File: src/rtl/idiv_pkg.sv
// Shared types and constants for the 64-bit signed/unsigned integer divider.
package idiv_pkg;

    localparam int unsigned FieldWidth       = 64;
    localparam int unsigned DataWidthDefault = 64;

    typedef enum logic {
        OP_UNSIGNED = 1'b0,
        OP_SIGNED   = 1'b1
    } t_opcode;

    typedef struct packed {
        logic                  opcode;
        logic [FieldWidth-1:0] dividend;
        logic [FieldWidth-1:0] divisor;
    } t_in_item;

    typedef struct packed {
        logic [FieldWidth-1:0] quotient;
        logic [FieldWidth-1:0] remainder;
    } t_out_item;

    typedef struct packed {
        logic busy;
        logic done;
    } t_core_stat;

    typedef enum logic [1:0] {
        S_IDLE,
        S_NEG,
        S_DIV,
        S_FIX
    } t_state;

endpackage

File: src/rtl/idiv_core.sv
// Radix-2 restoring division unit: one quotient bit per cycle, MSB first.
module idiv_core #(
    parameter int unsigned DATA_WIDTH = idiv_pkg::DataWidthDefault
) (
    input  logic                      i_clk,
    input  logic                      i_rst_n,
    input  logic                      i_start,
    input  logic [DATA_WIDTH-1:0]     i_n,
    input  logic [DATA_WIDTH-1:0]     i_d,
    output idiv_pkg::t_core_stat      o_stat,
    output logic [DATA_WIDTH-1:0]     o_quo,
    output logic [DATA_WIDTH-1:0]     o_rem
);

    localparam int unsigned CntW = $clog2(DATA_WIDTH);

    logic [DATA_WIDTH-1:0] r_rem, n_rem;
    // holds the dividend bits still to enter; quotient bits shift in at the bottom
    logic [DATA_WIDTH-1:0] r_quo, n_quo;
    logic [DATA_WIDTH-1:0] r_d;
    logic [CntW-1:0]       r_cnt;
    logic                  r_run;
    logic                  r_done;

    logic [DATA_WIDTH-1:0] shifted;
    logic [DATA_WIDTH-1:0] diff;
    logic                  carry;
    logic                  take;

    always_comb begin
        carry   = r_rem[DATA_WIDTH-1];
        shifted = {r_rem[DATA_WIDTH-2:0], r_quo[DATA_WIDTH-1]};
        diff    = shifted - r_d;
        // the bit shifted out of the remainder makes it exceed any divisor
        take    = carry | (shifted >= r_d);
        n_rem   = take ? diff : shifted;
        n_quo   = {r_quo[DATA_WIDTH-2:0], take};
    end

    always_ff @(posedge i_clk) begin
        if (!i_rst_n) begin
            r_run  <= 1'b0;
            r_done <= 1'b0;
            r_cnt  <= '0;
        end else begin
            r_done <= 1'b0;
            if (i_start) begin
                r_run <= 1'b1;
                r_cnt <= CntW'(DATA_WIDTH - 1);
            end else if (r_run) begin
                r_cnt <= r_cnt - 1'b1;
                if (r_cnt == '0) begin
                    r_run  <= 1'b0;
                    r_done <= 1'b1;
                end
            end
        end
    end

    always_ff @(posedge i_clk) begin
        if (i_start) begin
            r_rem <= '0;
            r_quo <= i_n;
            r_d   <= i_d;
        end else if (r_run) begin
            r_rem <= n_rem;
            r_quo <= n_quo;
        end
    end

    assign o_stat.busy = r_run;
    assign o_stat.done = r_done;
    assign o_quo       = r_quo;
    assign o_rem       = r_rem;

endmodule

File: src/rtl/int64_divider_signed_unsigned.sv
// Top level of the signed/unsigned integer divider with sign handling and output register.
// Path from accepted input to output valid: the operand-magnitude state S_NEG,
//   DATA_WIDTH restoring steps in S_DIV, the done handoff, and the sign fix in S_FIX.
// One transaction at a time: a new input is taken only in S_IDLE, after the result is loaded;
//   the divide loop retires one quotient bit per cycle, and S_FIX holds while the output stalls;
//   a new input is taken while a finished result waits in the output register.
// Reset: synchronous active-low i_rst_n clears the sequencer and the output valid flag.
module int64_divider_signed_unsigned #(
    parameter int unsigned DATA_WIDTH = idiv_pkg::DataWidthDefault
) (
    input  logic                 i_clk,
    input  logic                 i_rst_n,
    input  logic                 i_in_valid,
    output logic                 o_in_stall,
    input  idiv_pkg::t_in_item   i_in,
    output logic                 o_out_valid,
    input  logic                 i_out_stall,
    output idiv_pkg::t_out_item  o_out
);

    idiv_pkg::t_state r_state, n_state;

    logic                  r_op;
    logic [DATA_WIDTH-1:0] r_n;
    logic [DATA_WIDTH-1:0] r_d;
    logic                  r_nneg;
    logic                  r_dneg;
    logic                  r_dz;

    logic                  r_out_valid;
    idiv_pkg::t_out_item   r_out;

    logic                  in_accept;
    logic                  start;
    logic                  out_load;
    logic                  nneg;
    logic                  dneg;
    logic [DATA_WIDTH-1:0] dvd_mag;
    logic [DATA_WIDTH-1:0] dvs_mag;
    logic [DATA_WIDTH-1:0] q_fix;
    logic [DATA_WIDTH-1:0] rem_fix;

    idiv_pkg::t_core_stat  core_stat;
    logic [DATA_WIDTH-1:0] core_quo;
    logic [DATA_WIDTH-1:0] core_rem;

    assign in_accept = i_in_valid && !o_in_stall;
    assign o_in_stall = (r_state != idiv_pkg::S_IDLE);

    // magnitudes of the captured operands
    always_comb begin
        nneg    = (r_op == idiv_pkg::OP_SIGNED) && r_n[DATA_WIDTH-1];
        dneg    = (r_op == idiv_pkg::OP_SIGNED) && r_d[DATA_WIDTH-1];
        dvd_mag = nneg ? ({DATA_WIDTH{1'b0}} - r_n) : r_n;
        dvs_mag = dneg ? ({DATA_WIDTH{1'b0}} - r_d) : r_d;
    end

    // sign fix; a zero divisor forces both results to zero
    always_comb begin
        if (r_dz) begin
            q_fix   = '0;
            rem_fix = '0;
        end else begin
            q_fix   = (r_nneg != r_dneg) ? ({DATA_WIDTH{1'b0}} - core_quo) : core_quo;
            rem_fix = r_nneg ? ({DATA_WIDTH{1'b0}} - core_rem) : core_rem;
        end
    end

    always_ff @(posedge i_clk) begin
        if (!i_rst_n) begin
            r_state <= idiv_pkg::S_IDLE;
        end else begin
            r_state <= n_state;
        end
    end

    always_comb begin
        n_state  = r_state;
        start    = 1'b0;
        out_load = 1'b0;
        case (r_state)
            idiv_pkg::S_IDLE: begin
                if (in_accept) n_state = idiv_pkg::S_NEG;
            end
            idiv_pkg::S_NEG: begin
                start   = 1'b1;
                n_state = idiv_pkg::S_DIV;
            end
            idiv_pkg::S_DIV: begin
                if (core_stat.done) n_state = idiv_pkg::S_FIX;
            end
            idiv_pkg::S_FIX: begin
                // hold until the output register is free
                if (!r_out_valid || !i_out_stall) begin
                    out_load = 1'b1;
                    n_state  = idiv_pkg::S_IDLE;
                end
            end
            default: begin
                n_state = idiv_pkg::S_IDLE;
            end
        endcase
    end

    always_ff @(posedge i_clk) begin
        if (in_accept) begin
            r_op <= i_in.opcode;
            r_n  <= i_in.dividend[DATA_WIDTH-1:0];
            r_d  <= i_in.divisor[DATA_WIDTH-1:0];
        end
        if (start) begin
            r_nneg <= nneg;
            r_dneg <= dneg;
            r_dz   <= (r_d == '0);
        end
    end

    always_ff @(posedge i_clk) begin
        if (!i_rst_n) begin
            r_out_valid <= 1'b0;
        end else if (out_load) begin
            r_out_valid <= 1'b1;
        end else if (!i_out_stall) begin
            r_out_valid <= 1'b0;
        end
    end

    always_ff @(posedge i_clk) begin
        if (out_load) begin
            r_out.quotient  <= idiv_pkg::FieldWidth'(q_fix);
            r_out.remainder <= idiv_pkg::FieldWidth'(rem_fix);
        end
    end

    assign o_out_valid = r_out_valid;
    assign o_out       = r_out;

    idiv_core #(
        .DATA_WIDTH (DATA_WIDTH)
    ) u_core (
        .i_clk   (i_clk),
        .i_rst_n (i_rst_n),
        .i_start (start),
        .i_n     (dvd_mag),
        .i_d     (dvs_mag),
        .o_stat  (core_stat),
        .o_quo   (core_quo),
        .o_rem   (core_rem)
    );

    a_done_in_div: assert property (@(posedge i_clk) disable iff (!i_rst_n)
        core_stat.done |-> (r_state == idiv_pkg::S_DIV))
        else $error("divide unit finished outside the divide state");

    a_busy_in_div: assert property (@(posedge i_clk) disable iff (!i_rst_n)
        core_stat.busy |-> (r_state == idiv_pkg::S_DIV))
        else $error("divide unit running outside the divide state");

    a_start_runs: assert property (@(posedge i_clk) disable iff (!i_rst_n)
        start |=> core_stat.busy)
        else $error("divide unit did not start");

    a_fix_holds: assert property (@(posedge i_clk) disable iff (!i_rst_n)
        (r_state == idiv_pkg::S_FIX && r_out_valid && i_out_stall)
            |=> (r_state == idiv_pkg::S_FIX && $stable(r_out)))
        else $error("result overwrote a stalled output transaction");

endmodule
File: config.mk
export PLATFORM = sky130hd
export DESIGN_NAME = int64_divider_signed_unsigned
export DESIGN_NICKNAME = d
export VERILOG_FILES = /design/src/rtl/idiv_pkg.sv /design/src/rtl/idiv_core.sv /design/src/rtl/int64_divider_signed_unsigned.sv
export SDC_FILE = /design/constraint.sdc
export NUM_CORES = 1
export LEC_CHECK = 0
export BUFFER_PORTS_ARGS = -buffer_cell sky130_fd_sc_hd__buf_4
export CAP_MARGIN = 15
export CORE_MARGIN = 8
export CORE_UTILIZATION = 40
export CTS_CLUSTER_SIZE = 12
export DETAILED_ROUTE_END_ITERATION = 10
export MAX_ROUTING_LAYER = met4
export PLACE_DENSITY = 0.68
export SYNTH_ARGS = -nofsm -noshare
export SYNTH_HDL_FRONTEND = slang
export SYNTH_HIERARCHICAL = 1
export SYNTH_SLANG_ARGS = --single-unit
File: constraint.sdc
create_clock -name i_clk -period 31 [get_ports i_clk]
set_input_delay 1.55 -clock i_clk [delete_from_list [all_inputs] [get_ports i_clk]]
set_output_delay 1.55 -clock i_clk [all_outputs]
set_load 0.005 [all_outputs]
==> impl_results.md, run 1 <==
- Outcome: complete, no violations
- Reg power frac: 36.4%
- Worst Setup Start Kind: flop
- Critical path cell sequence: inv_1, ha_1, fa_1, and2b_1, o2111ai_1, nand4b_1, a31oi_4, o2111ai_2, a31oi_2, or2_2, buf_4, nor3_1, a21oi_1, a211oi_2
- Warning count from the yosys run: 6
- GRT Residual Overflow: 0
- Hold EP: r_state[0]$_SDFFE_PN0P_
- Rows: 96
- Die Area: 77700 µm²
- Worst endpoint required time: 31410 ps
- Initial antenna violation count: 0
- Placed Area: 30300 µm²
- Final period util: 13.4%
- Via/cell ratio: 5.75
- Gpl congestion: 0.962
- CP Class: reg -> reg
- Core Area: 68500 µm²
- CP top delay family: compound AO/OA/AOI/OAI gates
- Synthesized area per cell: 10.1 µm²
- Area Overhead vs Synth: 15.4%
- H-tree levels: 2
- Sw Share: 42.8%
- Clk Latency, worst-skew pair: 600 ps
- Die Height: 279 µm
- Post-DP HPWL: 59300 µm
- Reg area: 13200 µm²
- IO Count: 263
- Fin Setup TNS: 0 ps
- Worst reg2reg setup slack: 26840 ps
- Maximum buffer depth of the clock tree: 3
- FMAX: 240 MHz
- Max Cap Viol: 0
- Clk pin slew, worst setup/hold paths: 60 ps
- CTS tree: built
- Share of post-route cells with drive strength above 1: 18.1%
- Maximum vdd ir drop: 54.0 µV
- Critical R2R Capture: u_core/o_rem[2]$_SDFFE_PP0P_
- Vias in the first global route: 20.4k
- Final Core Density: 46.5%
- Fillers: 6403
- Footprint of the multi-input gates: 13400 µm²
- CP arrival: 4570 ps
- Slowest CP cell: buf_4
- Critical Path Sink Type: flop
- Synthesized netlist net count: 2938
- Drt pass-1 iters: 8
- CP max FO: 54
- Final Max Slew Viols: 0
- CTS Hold Bufs: 0
- Comb power frac: 46.2%
- Relative slew slack: 29.5%
- Min-delay src: r_state[0]$_SDFFE_PN0P_
- Worst Skew: 31.6 ps
- PD cells: 104 nW/µm²
- Clk pwr share: 17.4%
- Buf/Inv on CP: 2
- Clk sinks: 463
- Post-synthesis cell area: 27600 µm²
- Initial Utilization: 40.3%
- Final nets: 3145
- Post-CTS Setup Inserts: 0
- Worst r2r src: u_core/o_quo[63]$_DFFE_PP_
- Worst Tran Pin Value: 1050 ps
- Hold depth: 2
- Clock Tree Root: clkbuf_16
- Power Total: 3.31 mW
- Largest net degree at the start of global routing: 192
- P_int: 1.89 mW
- Setup violation total in the final timing report: 0
- Hold crit path type: reg -> reg
- Port bufs: 262
- DRT Wirelength: 79800 µm
- Routed WL per cell: 20.7 µm
- Static Leakage: 11.8 nW
- Max incr delay on CP: 590 ps
- DR DRC count: 0
- CTS buffer count: 51
- CTS resizes: 0
- Net Sw Power: 1.41 mW
- Via Count: 22.2k
- Final Hold Fails: 0
- ANT cells: 0
- Antenna Nets Post-Route: 0
- GRT Util Overall: 20.3%
- Register-to-Register Path Depth: 14
- First-pass GRT wire length: 122000 µm
- Final min period: 4160 ps
- Starting DRT DRC Count: 2350
- Die Width: 279 µm
- Cells after Synth: 2730
- Cell area after layout: 31900 µm²
- RSZ-0062 raised after global routing: no
-- worst max-delay path by stage --
| stage | startpoint | endpoint | slack [ps] | depth (start not counted) |
|---|---|---|---|---|
| detailed placement | u_core/o_quo[63]$_DFFE_PP_ | u_core/o_rem[61]$_SDFFE_PP0P_ | 26850 | 14 |
| global placement | u_core/o_quo[63]$_DFFE_PP_ | u_core/o_rem[61]$_SDFFE_PP0P_ | 26980 | 14 |
| floorplan | i_out_stall | o_out[0]$_SDFFCE_PP0P_ | 19390 | 1 |
| finish | u_core/o_quo[63]$_DFFE_PP_ | u_core/o_rem[2]$_SDFFE_PP0P_ | 26840 | 14 |
| global route | u_core/o_quo[63]$_DFFE_PP_ | u_core/o_rem[58]$_SDFFE_PP0P_ | 26460 | 14 |
| CTS | u_core/o_quo[63]$_DFFE_PP_ | u_core/o_rem[5]$_SDFFE_PP0P_ | 26830 | 13 |
-- placed cells by master, fill, tap and decap left out, types with 9 or more instances in the layout --
cell type  count
a41oi_1       13
o21ai_0       94
nor2b_1       52
xor2_1       145
o31ai_1       44
nor2_1       305
edfxtp_1     388
inv_1        123
a21o_1        21
xnor2_1       85
a21oi_1      195
clkinv_1      13
a211oi_1       9
or4_1         26
and3_1        21
clkbuf_16     52
buf_4        284
nand4_1       53
or3_1         37
o41ai_1       13
mux2i_1       17
a211oi_2      16
a31oi_1       61
nand2_1      181
a311oi_2      23
or2_2          9
o21bai_1      21
clkbuf_1      13
nor3b_1       16
mux2_2        92
dfxtp_1       74
nand2b_1      23
nand3_1       48
nor4_1        72
ha_1          73
nor3_1        85
-- power by group through the flow --
stage	Sequential, mW	Clock [mW]	Combinational (mW)
finish	1.20	0.576	1.53
global route	1.23	0.611	1.68
CTS	1.20	0.590	1.51
detailed placement	1.21	0	1.50
global placement	1.20	0	1.50
floorplan	1.13	0	1.16
-- area by class of cell --
| class | count | share of cell area, % |
|---|---|---|
| Clock buffer | 67 | 4.32 |
| Clock inverter | 22 | 0.538 |
| Inverter | 125 | 1.47 |
| Multi-Input combinational cell | 2010 | 42.2 |
| Sequential cell | 463 | 41.3 |
| Tap cell | 882 | 3.46 |
| Timing Repair Buffer | 286 | 6.77 |
-- state kept, by name, indices dropped and copies added (netlist names) --
signal and cells:
o_out_valid 1, u_core/o_quo 64, u_core/r_done 1, u_core/r_run 1
r_op 1, o_out 128, r_dneg 1, r_nneg 1
u_core/r_cnt 6, r_n 64, r_state 2, u_core/o_rem 64
u_core/r_d 64, r_d 64, r_dz 1
-- worst register-to-register path, stage by stage, from the launching register on --
cell and delay, ps:
edfxtp_1 500, inv_1 100, ha_1 170, fa_1 170
and2b_1 210, o2111ai_1 230, nand4b_1 300, a31oi_4 310
o2111ai_2 170, a31oi_2 320, or2_2 510, buf_4 600
nor3_1 110, a21oi_1 190, a211oi_2 100
-- layer usage --
metal | GRT usage, % | routed length (µm) | share of wire (%)
met1 | 29.4 | 37100 | 46
met2 | 29.6 | 34600 | 43
met3 | 3.14 | 6150 | 7.7
met4 | 4.83 | 1890 | 2.4
met5 | - | 0 | 0
-- per-stage QoR --
step / hold WS, ps / cells / worst slack, ps
6_report: 568 / 3855 / 26840
5_1_grt: 586 / 3855 / 26460
4_1_cts: 569 / 3854 / 26830
3_5_place_dp: 560 / 3765 / 26850
3_3_place_gp: 549 / 3765 / 26980
2_1_floorplan: 477 / 2730 / 19390
(Power assumes the default switching activity.)
==> run 2: changes to the inputs <==
Settings changed: PLACE_DENSITY 0.68 to 0.7.
Clock period 31 ns to 3.7 ns, I/O delays scaled along.
==> run 2 against run 1 <==
Compared with the run above:
- global-route usage grew 0.96 points
- die area is the same
- non-clock buffer count grew 242
- worst hold slack lost 480 ps
- fmax grew 21%
- clock-buffer cell count grew 4
- flip-flop and latch count is the same
- first-iteration DRC count grew 28%
- setup slack lost 27000 ps
- register-to-register slack lost 27000 ps
- combinational power grew to 9.3 times the previous value
- largest cell class unchanged
==> impl_results.md, run 2 (synthesized netlist as in run 1, its figures left out) <==
- CP Class: reg -> reg
- Final min period: 3430 ps (-734 ps)
- Die Width: 279 µm (unchanged)
- Worst endpoint required time: 4220 ps (-27190 ps)
- Post-DP HPWL: 63500 µm (+7.1%)
- Die Area: 77700 µm² (unchanged)
- DR DRC count: 0 (unchanged)
- Setup violation total in the final timing report: 0 (unchanged)
- Max incr delay on CP: 510 ps (-80 ps)
- Largest net degree at the start of global routing: 191 (-0.52%)
- Clk Latency, worst-skew pair: 610 ps (about the same)
- Fin Setup TNS: 0 ps (unchanged)
- Clock Tree Root: clkbuf_16
- Critical path cell sequence: ha_1, nand4_1, or3_1, nor2_1, nand3_1, a31oi_1, o31ai_1, o21bai_1, nand2_1, mux2_1, o32ai_2
- Cell area after layout: 34100 µm² (+7.1%)
- Maximum buffer depth of the clock tree: 3 (unchanged)
- Static Leakage: 12.9 nW (+9.7%)
- Hold depth: 5 (+3)
- GRT Util Overall: 21.2% (+0.96 points)
- ANT cells: 0 (unchanged)
- Final Max Slew Viols: 0 (unchanged)
- Starting DRT DRC Count: 3016 (+28%)
- Clk sinks: 463 (unchanged)
- Most common cell after layout, fill and taps aside: buf_4
- Rows: 96 (unchanged)
- CTS tree: built
- IO Count: 263 (unchanged)
- Max Cap Viol: 0 (unchanged)
- Worst Setup Start Kind: flop
- Via/cell ratio: 5.70 (-0.99%)
- Outcome: complete, no violations
- Hold crit path type: in -> reg
- Buf/Inv on CP: 0 (-2)
- CP top delay family: simple AND/OR/NAND/NOR gates
- Drt pass-1 iters: 6 (-2)
- Clk pin slew, worst setup/hold paths: 60 ps (about the same)
- Maximum vdd ir drop: 490 µV (+810%)
- RSZ-0062 raised after global routing: no
- Antenna Nets Post-Route: 0 (unchanged)
- Cell count along the critical path: 11 (-3)
- H-tree levels: 2 (unchanged)
- Placed Area: 31200 µm² (+3.0%)
- Port bufs: 262 (unchanged)
- Core Area: 68500 µm² (unchanged)
- First-pass GRT wire length: 128000 µm (+4.2%)
- Final nets: 3386 (+7.7%)
- Final period util: 92.6% (+79 points)
- FMAX: 292 MHz (+21%)
- CP arrival: 3950 ps (-620 ps)
- Relative slew slack: 32.7% (+3.1 points)
- DRT Wirelength: 83500 µm (+4.7%)
- CP max FO: 8 (-85%)
- Max reg flops: 128 (unchanged)
- Area Overhead vs Synth: 23.7%
- GRT Residual Overflow: 0 (unchanged)
- Die Height: 279 µm (unchanged)
- Post-CTS Setup Inserts: 0 (unchanged)
- Via Count: 23.3k (+5.2%)
- Vias in the first global route: 21.5k (+5.7%)
- Worst Skew: 31.3 ps (-0.292 ps)
- Final Hold Fails: 0 (unchanged)
- Commonest cells after routing, fill and taps aside: 391 x buf_4, 388 x edfxtp_1, 305 x nor2_1
- Gpl congestion: 0.948 (-1.5%)
- Register-to-Register Path Depth: 11 (-3)
- Initial antenna violation count: 0 (unchanged)
- PD cells: 851 nW/µm² (+720%)
- Worst Tran Pin Value: 1000 ps (-43.8 ps)
- Share of post-route cells with drive strength above 1: 20.4% (+2.3 points)
- Initial Utilization: 40.3% (unchanged)
- Slowest CP cell: ha_1
- CTS buffer count: 50 (-2.0%)
- Routed WL per cell: 20.4 µm (-1.5%)
- Critical Path Sink Type: flop
## run 2: cell types whose count changed in the layout (fill, tap and decap cells not counted), sizes merged
cell,previous run,this run
dlygate4sd3,0,131
buf,285,397
clkinv,18,14
clkinvlp,0,4
clkbuf,68,71
inv,127,125
bufinv,2,1
## run 2: final cells by class
cell class	instances	area [µm²]
sequential	463	13200
timing repair buffer	528	4370
multi-input combinational	2010	13400
clock buffer	71	1460
inverter	125	473
clock inverter	19	138
tap	882	1100
fill	6171	34300
## run 2: worst paths after layout
| kind | from | endpoint | slack, ps |
|---|---|---|---|
| setup / recovery | u_core/o_rem[17]$_SDFFE_PP0P_ | u_core/o_rem[58]$_SDFFE_PP0P_ | 270 |
| hold / removal | i_in_valid | r_state[0]$_SDFFE_PN0P_ | 90 |
| setup reg to reg | u_core/o_rem[17]$_SDFFE_PP0P_ | u_core/o_rem[58]$_SDFFE_PP0P_ | 270 |
| hold reg to reg | u_core/o_rem[0]$_SDFFE_PP0P_ | u_core/o_rem[0]$_SDFFE_PP0P_ | 570 |
## run 2: repair_timing
action | CTS | global route
hold endpoints to repair | 139 | 0
endpoints found under the setup margin | 0 | 34
hold buffers | 131 | 0
gates resized for setup | 0 | 2
## run 2: layer usage
layer	vias to the layer above	wire, µm	global-route usage (%)
li1	11077	-	-
met1	11141	38200	30.8
met2	1005	36100	30.6
met3	116	7150	3.60
met4	0	2080	5.39
met5	-	0	-
## run 2: power breakdown
| part | internal [mW] | switching [mW] | total (mW) |
|---|---|---|---|
| Sequential | 8.07 | 1.73 | 9.80 |
| Clock | 2.81 | 2.08 | 4.90 |
| Combinational | 5.73 | 8.61 | 14.3 |
## run 2: worst reg2reg max path, cell delays in order (launching register included)
cell and delay [ps]:
dfxtp_1 420, ha_1 510, nand4_1 290, or3_1 460, nor2_1 110, nand3_1 90
a31oi_1 430, o31ai_1 240, o21bai_1 260, nand2_1 110, mux2_1 340, o32ai_2 90
## run 2: per-stage QoR
stage               instances  power [mW]  hold slack, ps  setup WS, ps  utilization [%]
floorplan                2730        19.0             284           419                -
global placement         3877        23.5             363           261             45.6
detailed placement       3877        23.7             364           198             45.6
CTS                      4098        28.8            50.8           153             49.9
global route             4098        30.7             119          18.5             49.9
finish                   4098        29.0            86.4           273             49.9
